$ cat src/sv/s1sh_pkg.sv
// shared types and constants of the sha-1 stream hash unit
package s1sh_pkg;

	localparam int WordW     = 32;
	localparam int NumWords  = 16;
	localparam int NumRounds = 80;
	localparam int RndW      = 7;
	localparam int FillW     = 6;
	localparam int TotalW    = 61;
	localparam int LenCntW   = 3;

	typedef logic [WordW-1:0] word_t;

	// five working or chaining words, a first
	typedef struct packed {
		word_t a;
		word_t b;
		word_t c;
		word_t d;
		word_t e;
	} vars_t;

	// index NumWords-1 holds the first word of the block
	typedef logic [NumWords-1:0][WordW-1:0] block_t;

	typedef struct packed {
		logic start;
		logic init;
	} ctl_t;

	localparam vars_t H_INIT = '{
		a: 32'h67452301,
		b: 32'hEFCDAB89,
		c: 32'h98BADCFE,
		d: 32'h10325476,
		e: 32'hC3D2E1F0
	};

	localparam word_t K_CH  = 32'h5A827999;
	localparam word_t K_PA1 = 32'h6ED9EBA1;
	localparam word_t K_MAJ = 32'h8F1BBCDC;
	localparam word_t K_PA2 = 32'hCA62C1D6;

	localparam logic [RndW-1:0] RND_CH_END  = RndW'(20);
	localparam logic [RndW-1:0] RND_PA1_END = RndW'(40);
	localparam logic [RndW-1:0] RND_MAJ_END = RndW'(60);
	localparam logic [RndW-1:0] RND_LAST    = RndW'(NumRounds - 1);

	localparam logic [7:0]       PAD_MARK  = 8'h80;
	localparam logic [FillW-1:0] PAD_STOP  = FillW'(56);
	localparam logic [FillW-1:0] FILL_LAST = FillW'(63);
	localparam logic [LenCntW-1:0] LEN_LAST = LenCntW'(7);

endpackage

$ cat src/sv/sha1_stream_hash_unit.sv
// sha-1 stream hash unit: byte packing, padding sequencer and digest register
//
//  channel | valid     | stall     | payload
//  --------+-----------+-----------+--------------------------------------------
//  msg     | msg_valid | msg_stall | data_byte, has_byte, end_of_message
//  dig     | dig_valid | dig_stall | digest_word0 .. digest_word4
//
// a byte that does not complete a 64-byte block is taken without raising msg_stall
// a byte that completes a block holds msg_stall for the load, the 80 rounds
// through the single round unit, the chaining add and the handoff
// a closing request pads byte by byte to the end of the block (a second block
// when fewer than 9 bytes remain) and compresses; the digest register is loaded
// once any older digest is taken, and the next message may start while it waits
// arst_n clears control state and loads the initial chaining words
module sha1_stream_hash_unit (
	input  logic                    clk,
	input  logic                    arst_n,
	input  logic                    msg_valid,
	output logic                    msg_stall,
	input  logic [7:0]              data_byte,
	input  logic                    has_byte,
	input  logic                    end_of_message,
	output logic                    dig_valid,
	input  logic                    dig_stall,
	output s1sh_pkg::word_t         digest_word0,
	output s1sh_pkg::word_t         digest_word1,
	output s1sh_pkg::word_t         digest_word2,
	output s1sh_pkg::word_t         digest_word3,
	output s1sh_pkg::word_t         digest_word4
);

	typedef enum logic [2:0] {
		S_IDLE,
		S_PAD_MARK,
		S_PAD_ZERO,
		S_PAD_LEN,
		S_HASH,
		S_EMIT
	} state_t;

	state_t                        state_q;
	state_t                        ret_q;
	state_t                        after;
	logic [s1sh_pkg::FillW-1:0]    fill_q;
	logic [s1sh_pkg::TotalW-1:0]   total_q;
	logic [s1sh_pkg::LenCntW-1:0]  len_cnt_q;
	s1sh_pkg::ctl_t                ctl_q;
	logic                          dig_vld_q;
	s1sh_pkg::block_t              blk_q;
	s1sh_pkg::vars_t               dig_q;
	s1sh_pkg::vars_t               chain;
	logic                          done;
	logic                          put_en;
	logic [7:0]                    put_byte;
	logic                          full;
	logic                          emit_go;
	logic [7:0][7:0]               len_field;

	s1sh_compress u_compress (
		.clk    (clk),
		.arst_n (arst_n),
		.ctl    (ctl_q),
		.blk    (blk_q),
		.chain  (chain),
		.done   (done)
	);

	// message length in bits, most significant byte at index 7
	assign len_field = {total_q, 3'b000};

	always_comb begin
		put_en   = 1'b0;
		put_byte = data_byte;
		after    = state_q;
		unique case (state_q)
			S_IDLE: begin
				put_en = msg_valid && has_byte;
				after  = (msg_valid && end_of_message) ? S_PAD_MARK : S_IDLE;
			end
			S_PAD_MARK: begin
				put_en   = 1'b1;
				put_byte = s1sh_pkg::PAD_MARK;
				after    = S_PAD_ZERO;
			end
			S_PAD_ZERO: begin
				put_en   = (fill_q != s1sh_pkg::PAD_STOP);
				put_byte = '0;
				after    = (fill_q == s1sh_pkg::PAD_STOP) ? S_PAD_LEN : S_PAD_ZERO;
			end
			S_PAD_LEN: begin
				put_en   = 1'b1;
				put_byte = len_field[~len_cnt_q];
				after    = (len_cnt_q == s1sh_pkg::LEN_LAST) ? S_EMIT : S_PAD_LEN;
			end
			S_HASH: after = S_HASH;
			S_EMIT: after = S_EMIT;
			default: after = S_IDLE;
		endcase
	end

	assign full    = put_en && (fill_q == s1sh_pkg::FILL_LAST);
	assign emit_go = (state_q == S_EMIT) && (!dig_vld_q || !dig_stall);

	always_ff @(posedge clk or negedge arst_n) begin
		if (!arst_n) begin
			state_q   <= S_IDLE;
			ret_q     <= S_IDLE;
			fill_q    <= '0;
			total_q   <= '0;
			len_cnt_q <= '0;
			ctl_q     <= '0;
			dig_vld_q <= 1'b0;
		end else begin
			ctl_q     <= '{start: full, init: emit_go};
			dig_vld_q <= emit_go || (dig_vld_q && dig_stall);
			if (put_en) begin
				fill_q <= fill_q + 1'b1;
			end
			if (state_q == S_IDLE && msg_valid && has_byte) begin
				total_q <= total_q + 1'b1;
			end
			if (state_q == S_PAD_LEN) begin
				len_cnt_q <= len_cnt_q + 1'b1;
			end
			unique case (state_q) inside
				S_IDLE, S_PAD_MARK, S_PAD_ZERO, S_PAD_LEN: begin
					if (full) begin
						state_q <= S_HASH;
						ret_q   <= after;
					end else begin
						state_q <= after;
					end
				end
				S_HASH: begin
					if (done) begin
						state_q <= ret_q;
					end
				end
				S_EMIT: begin
					if (emit_go) begin
						total_q <= '0;
						state_q <= S_IDLE;
					end
				end
				default: state_q <= S_IDLE;
			endcase
		end
	end

	// bytes shift in at the bottom, so the first byte ends up in the top word
	always_ff @(posedge clk) begin
		if (put_en) begin
			blk_q <= (blk_q << 8) | s1sh_pkg::block_t'(put_byte);
		end
		if (emit_go) begin
			dig_q <= chain;
		end
	end

	assign msg_stall    = (state_q != S_IDLE);
	assign dig_valid    = dig_vld_q;
	assign digest_word0 = dig_q.a;
	assign digest_word1 = dig_q.b;
	assign digest_word2 = dig_q.c;
	assign digest_word3 = dig_q.d;
	assign digest_word4 = dig_q.e;

endmodule

$ cat src/sv/s1sh_round.sv
// one sha-1 round and the next message schedule word
module s1sh_round (
	input  s1sh_pkg::vars_t          cur,
	input  logic [s1sh_pkg::RndW-1:0] rnd,
	input  s1sh_pkg::word_t          w0,
	input  s1sh_pkg::word_t          w2,
	input  s1sh_pkg::word_t          w8,
	input  s1sh_pkg::word_t          w13,
	output s1sh_pkg::vars_t          nxt,
	output s1sh_pkg::word_t          w_new
);

	s1sh_pkg::word_t f;
	s1sh_pkg::word_t k;
	s1sh_pkg::word_t mix;

	always_comb begin
		if (rnd < s1sh_pkg::RND_CH_END) begin
			f = (cur.b & cur.c) | (~cur.b & cur.d);
			k = s1sh_pkg::K_CH;
		end else if (rnd < s1sh_pkg::RND_PA1_END) begin
			f = cur.b ^ cur.c ^ cur.d;
			k = s1sh_pkg::K_PA1;
		end else if (rnd < s1sh_pkg::RND_MAJ_END) begin
			f = (cur.b & cur.c) | (cur.b & cur.d) | (cur.c & cur.d);
			k = s1sh_pkg::K_MAJ;
		end else begin
			f = cur.b ^ cur.c ^ cur.d;
			k = s1sh_pkg::K_PA2;
		end
	end

	always_comb begin
		nxt.a = {cur.a[26:0], cur.a[31:27]} + f + cur.e + k + w0;
		nxt.b = cur.a;
		nxt.c = {cur.b[1:0], cur.b[31:2]};
		nxt.d = cur.c;
		nxt.e = cur.d;
	end

	// w[t+16] from the window that starts at w[t]
	assign mix   = w13 ^ w8 ^ w2 ^ w0;
	assign w_new = {mix[30:0], mix[31]};

endmodule

$ cat src/sv/s1sh_compress.sv
// sha-1 compression engine: 80 rounds through one shared round unit
module s1sh_compress (
	input  logic              clk,
	input  logic              arst_n,
	input  s1sh_pkg::ctl_t    ctl,
	input  s1sh_pkg::block_t  blk,
	output s1sh_pkg::vars_t   chain,
	output logic              done
);

	typedef enum logic [1:0] {
		C_IDLE,
		C_RUN,
		C_ADD
	} cstate_t;

	cstate_t                   state_q;
	logic [s1sh_pkg::RndW-1:0] rnd_q;
	logic                      done_q;
	s1sh_pkg::vars_t           h_q;
	s1sh_pkg::vars_t           v_q;
	s1sh_pkg::word_t           w_q [s1sh_pkg::NumWords];
	s1sh_pkg::vars_t           v_nxt;
	s1sh_pkg::word_t           w_new;

	s1sh_round u_round (
		.cur   (v_q),
		.rnd   (rnd_q),
		.w0    (w_q[0]),
		.w2    (w_q[2]),
		.w8    (w_q[8]),
		.w13   (w_q[13]),
		.nxt   (v_nxt),
		.w_new (w_new)
	);

	always_ff @(posedge clk or negedge arst_n) begin
		if (!arst_n) begin
			state_q <= C_IDLE;
			rnd_q   <= '0;
			done_q  <= 1'b0;
			h_q     <= s1sh_pkg::H_INIT;
		end else begin
			done_q <= (state_q == C_ADD);
			unique case (state_q)
				C_IDLE: begin
					if (ctl.init) begin
						h_q <= s1sh_pkg::H_INIT;
					end else if (ctl.start) begin
						rnd_q   <= '0;
						state_q <= C_RUN;
					end
				end
				C_RUN: begin
					rnd_q <= rnd_q + 1'b1;
					if (rnd_q == s1sh_pkg::RND_LAST) begin
						state_q <= C_ADD;
					end
				end
				C_ADD: begin
					h_q.a   <= h_q.a + v_q.a;
					h_q.b   <= h_q.b + v_q.b;
					h_q.c   <= h_q.c + v_q.c;
					h_q.d   <= h_q.d + v_q.d;
					h_q.e   <= h_q.e + v_q.e;
					state_q <= C_IDLE;
				end
				default: state_q <= C_IDLE;
			endcase
		end
	end

	// schedule window shifts by one word per round
	always_ff @(posedge clk) begin
		if (state_q == C_IDLE && ctl.start && !ctl.init) begin
			v_q <= h_q;
			for (int i = 0; i < s1sh_pkg::NumWords; i++) begin
				w_q[i] <= blk[4'(s1sh_pkg::NumWords - 1 - i)];
			end
		end else if (state_q == C_RUN) begin
			v_q <= v_nxt;
			for (int i = 0; i < s1sh_pkg::NumWords - 1; i++) begin
				w_q[i] <= w_q[i+1];
			end
			w_q[s1sh_pkg::NumWords-1] <= w_new;
		end
	end

	assign chain = h_q;
	assign done  = done_q;

endmodule

$ cat config.mk
export PLATFORM = sky130hd
export DESIGN_NAME = sha1_stream_hash_unit
export DESIGN_NICKNAME = d
export VERILOG_FILES = /design/src/sv/s1sh_pkg.sv /design/src/sv/sha1_stream_hash_unit.sv /design/src/sv/s1sh_round.sv /design/src/sv/s1sh_compress.sv
export SDC_FILE = /design/constraint.sdc
export NUM_CORES = 2
export LEC_CHECK = 0
export BUFFER_PORTS_ARGS = -buffer_cell sky130_fd_sc_hd__buf_4
export CORE_ASPECT_RATIO = 0.5
export CORE_UTILIZATION = 55
export CTS_CLUSTER_DIAMETER = 200
export DETAILED_ROUTE_END_ITERATION = 6
export PLACE_DENSITY = 0.69
export SLEW_MARGIN = 10
export SYNTH_ARGS = -nofsm -noshare
export SYNTH_HDL_FRONTEND = slang
export SYNTH_SLANG_ARGS = --single-unit
$ cat constraint.sdc
create_clock -name clk -period 20.5 [get_ports clk]
set_input_delay 2.05 -clock clk [delete_from_list [all_inputs] [get_ports clk]]
set_output_delay 2.05 -clock clk [all_outputs]
set_load 0.01 [all_outputs]
==> results.rst <==
.. list-table::
   :header-rows: 1

   * - Metric
     - Value
   * - Global-route congestion overflow total
     - 0
   * - DRC violations left
     - 0
   * - Sum of negative setup slack
     - 0 ns
   * - Top cell by count, worst path
     - sky130_fd_sc_hd__inv_1
   * - Run status
     - finished, final reports clean
   * - Final number of max-transition violations
     - 0
   * - Reg-to-reg slack, setup
     - about 13 ns
   * - Top-level I/O count
     - between 150 and 200
   * - Cells after synthesis
     - approximately 5.4k
   * - Sort of element at the end of the critical path
     - flop
   * - Clock root cell
     - sky130_fd_sc_hd__clkbuf_16
   * - Antenna Violating Nets Remaining
     - 0
   * - Average cell area after synthesis
     - approximately 12 sq um
   * - Area grow syn2layout
     - 10.52%
   * - First-pass GRT wire length
     - ~230000 um
   * - Leak
     - 28.41 nW
   * - Number of nets produced by synthesis
     - around 5.8k
   * - Final HPWL DP
     - around 100000 um
   * - Drt first pass iters
     - 6
   * - H-Tree Level Count
     - 3
   * - Number of vias after detailed routing
     - ~40k
   * - Maximum clock path buffer count
     - 3
   * - Ranking of synthesized cells by area
     - sky130_fd_sc_hd__edfxtp_1 51%, sky130_fd_sc_hd__nand2_1 7.7%, sky130_fd_sc_hd__dfrtp_1 6.6%, sky130_fd_sc_hd__ha_1 4.4%, sky130_fd_sc_hd__fa_1 3.8%
   * - Path class of the lowest-slack min-delay path
     - flop to flop
   * - Reg2reg path depth
     - 26
   * - Most instantiated cells after synthesis
     - 1312 x sky130_fd_sc_hd__nand2_1, 1088 x sky130_fd_sc_hd__edfxtp_1, 275 x sky130_fd_sc_hd__nor2_1, 262 x sky130_fd_sc_hd__and2_1, 236 x sky130_fd_sc_hd__o21ai_0
   * - Clock tree from TritonCTS
     - yes
   * - Final core utilization
     - 61.85%
   * - Worst endpoint required time
     - 20.98 ns
   * - Clock skew
     - 0.04792 ns
   * - Post-synthesis sequential area ratio
     - approximately three fifths
   * - Synth Register Bits
     - 1337
   * - RSZ-0062 raised after global routing
     - no
   * - Max-Cap Viols
     - 0
   * - Yosys warning count
     - 0
   * - Synth async-reset ratio
     - between 10% and 20%
   * - Headroom to the max-slew limit
     - roughly 28%
   * - Synth top area share
     - 51.37%
   * - Core area
     - approximately 110000 sq um
   * - Post-layout minimum cycle time
     - between 7 and 8 ns
   * - Final routed wire length divided by cell count
     - 21.04 um
   * - Inserted Clock Buffers
     - 114
   * - Critical path launch point
     - u_compress.rnd_q[5]
   * - Pre-CTS worst setup slack
     - 13.13 ns
   * - Layout cell share with drive strength beyond 1
     - 9.068%
   * - Final clock period utilization by the worst path
     - 36.40%
   * - Power Total
     - about 13 mW
   * - Leading area contributor after synthesis
     - sky130_fd_sc_hd__edfxtp_1
   * - Pin slew with the least headroom to its limit
     - about 1.1 ns
   * - Prevailing post-synth register cell
     - sky130_fd_sc_hd__edfxtp_1
   * - Final-report setup violation count
     - 0
   * - Global placer's final weighted congestion
     - roughly 0.94
   * - # clock sinks
     - approximately 1.3k
   * - Number of fill cells
     - slightly below 9k
   * - Power per standard cell area
     - around 180 nW/um^2
   * - Clock slew seen by the registers of the worst setup and hold paths
     - 0.08 ns
   * - Post-synthesis cell area
     - 63600 sq um
   * - Reg-to-reg startpoint
     - u_compress.rnd_q[5]
   * - Termination of the worst setup path
     - u_compress.v_q[158]
   * - Routed wire length
     - about 150000 um
   * - Maximum fanout encountered on the critical timing path
     - 31
   * - FP Rows
     - between 80 and 90
   * - Effective utilization at floorplan
     - around 56%
   * - Setup CP Type
     - flop to flop
   * - CTS-repair resized insts
     - 0
   * - Die outline height
     - ~240 um
   * - Maximum operating frequency
     - roughly 0.13 GHz
   * - Global-route usage over all layers
     - between 20% and 30%
   * - Die width
     - 482.9 um
   * - Critical register-to-register path endpoint
     - u_compress.v_q[158]
   * - Area enclosed by the die boundary
     - 117100 sq um
   * - Vias in the first global route
     - roughly 40k
   * - Nets@finish
     - 5898
   * - CTS Hold Buffers Added
     - 0
   * - Sequential Area
     - 39000 sq um
   * - Slowest CP cell
     - sky130_fd_sc_hd__fa_1
   * - Worst voltage drop across the vdd grid
     - between 150 and 200 uV
   * - Final Hold Viols
     - 0
   * - Initial antenna violation count
     - 1
   * - Critical Path Max Stage Delay
     - between 0.5 and 0.6 ns
   * - Port bufs
     - approximately 180
   * - Kind of start point of the critical path
     - flop
   * - Most numerous cell in the Yosys netlist
     - sky130_fd_sc_hd__nand2_1
   * - Number of enable flip-flop cells after synthesis
     - between 1k and 1.5k
   * - Setup slack after layout
     - 13.04 ns
   * - Ratio of routed vias to standard cells
     - approximately 5.7
   * - Pin count of the biggest net entering global routing
     - 256
   * - Post-CTS setup buffer count
     - 0
   * - Starting DRT DRC Count
     - roughly 3.7k
   * - Number of library cell types mapped by synthesis
     - between 80 and 90
   * - Area used by multi-input combinational logic
     - approximately 23000 sq um
   * - Latest clock arrival within the worst-skew pair
     - roughly 0.77 ns
   * - Crit path DAT
     - 7.94 ns
-- report_power, final --
part / internal (mW) / switching [mW] / total (mW)
registers: 4.38 / 0.678 / 5.06
clock network: 1.23 / 1.04 / 2.26
logic: 2.19 / 3.17 / 5.36
-- worst min-delay path by stage --
stage | start | to | slack, ns | depth (start not counted)
after global placement | blk_q[130] | blk_q[138] | 0.43 | 0
after detailed placement | blk_q[207] | blk_q[215] | 0.43 | 0
final | blk_q[240] | blk_q[248] | 0.42 | 0
after CTS | blk_q[208] | blk_q[216] | 0.43 | 0
after global routing | blk_q[208] | blk_q[216] | 0.44 | 0
after floorplan | blk_q[92] | blk_q[100] | 0.43 | 0
-- layout by cell type, fill, tap and decap left out, types with 114 or more instances in the layout --
| cell type | Yosys | routed |
|---|---|---|
| sky130_fd_sc_hd__a21oi_1 | 230 | 229 |
| sky130_fd_sc_hd__and2_1 | 262 | 262 |
| sky130_fd_sc_hd__buf_4 | 0 | 200 |
| sky130_fd_sc_hd__clkbuf_16 | 0 | 114 |
| sky130_fd_sc_hd__dfrtp_1 | 169 | 169 |
| sky130_fd_sc_hd__edfxtp_1 | 1088 | 1088 |
| sky130_fd_sc_hd__fa_1 | 120 | 120 |
| sky130_fd_sc_hd__ha_1 | 225 | 225 |
| sky130_fd_sc_hd__inv_1 | 226 | 225 |
| sky130_fd_sc_hd__nand2_1 | 1312 | 1311 |
| sky130_fd_sc_hd__nor2_1 | 275 | 273 |
| sky130_fd_sc_hd__o21ai_0 | 236 | 236 |
| sky130_fd_sc_hd__xnor2_1 | 197 | 197 |
-- critical path, delay by kind of cell, from the launching register on --
kind | cells | cell delay, ns
compound gates | 10 | 2.63
fa+ha+maj | 4 | 1.55
simple gates | 4 | 1.32
buf+inv | 6 | 0.97
flops | 1 | 0.46
xor+xnor | 2 | 0.26
-- logic make-up after synthesis --
| group | Yosys count | synth area share [%] |
|---|---|---|
| buffers and inverters | 418 | 2.492 |
| and+or+nand+nor | 2157 | 15.03 |
| DFF | 1337 | 61.32 |
| muxes | 44 | 0.9521 |
| adders and majority gates | 345 | 8.203 |
| xor gates and xnor gates | 309 | 4.255 |
| AOI/OAI and AO/OA | 798 | 7.745 |
-- flip-flops by register name, summed over array words and instances (netlist names), 61 cells and up --
signal / cells
u_compress.v_q: 160
u_compress.w_q: 512
u_compress.chain: 160
total_q: 61
blk_q: 256
-- per-layer routing --
| metal | share of wire [%] | GRT usage, % | wire length, um |
|---|---|---|---|
| met5 | 0 | 0 | 0 |
| met4 | 2.4 | 6.173 | 3577 |
| met3 | 7.0 | 4.991 | 10500 |
| met2 | 44 | 38.28 | 65920 |
| met1 | 47 | 40.19 | 70440 |
-- area by class of cell --
| cell class | instances | area share (%) |
|---|---|---|
| Sequential cell | 1337 | 55.49 |
| Multi-Input combinational cell | 3653 | 32.83 |
| Clock buffer | 145 | 4.281 |
| Tap cell | 1513 | 2.693 |
| Timing Repair Buffer | 207 | 2.328 |
| Inverter | 226 | 1.209 |
| Clock inverter | 67 | 1.171 |
| Antenna cell | 1 | 0.003560 |
-- through the flow --
| step | cells | hold WS, ns | cell area (sq um) |
|---|---|---|---|
| 2_1_floorplan | 5408 | 0.4262 | 63600 |
| 3_3_place_gp | 6936 | 0.4289 | 66460 |
| 3_5_place_dp | 6936 | 0.4327 | 66460 |
| 4_1_cts | 7148 | 0.4292 | 70290 |
| 5_1_grt | 7148 | 0.4363 | 70290 |
| 6_report | 7149 | 0.4238 | 70290 |
Note: power is estimated with default switching activity, not from simulation.
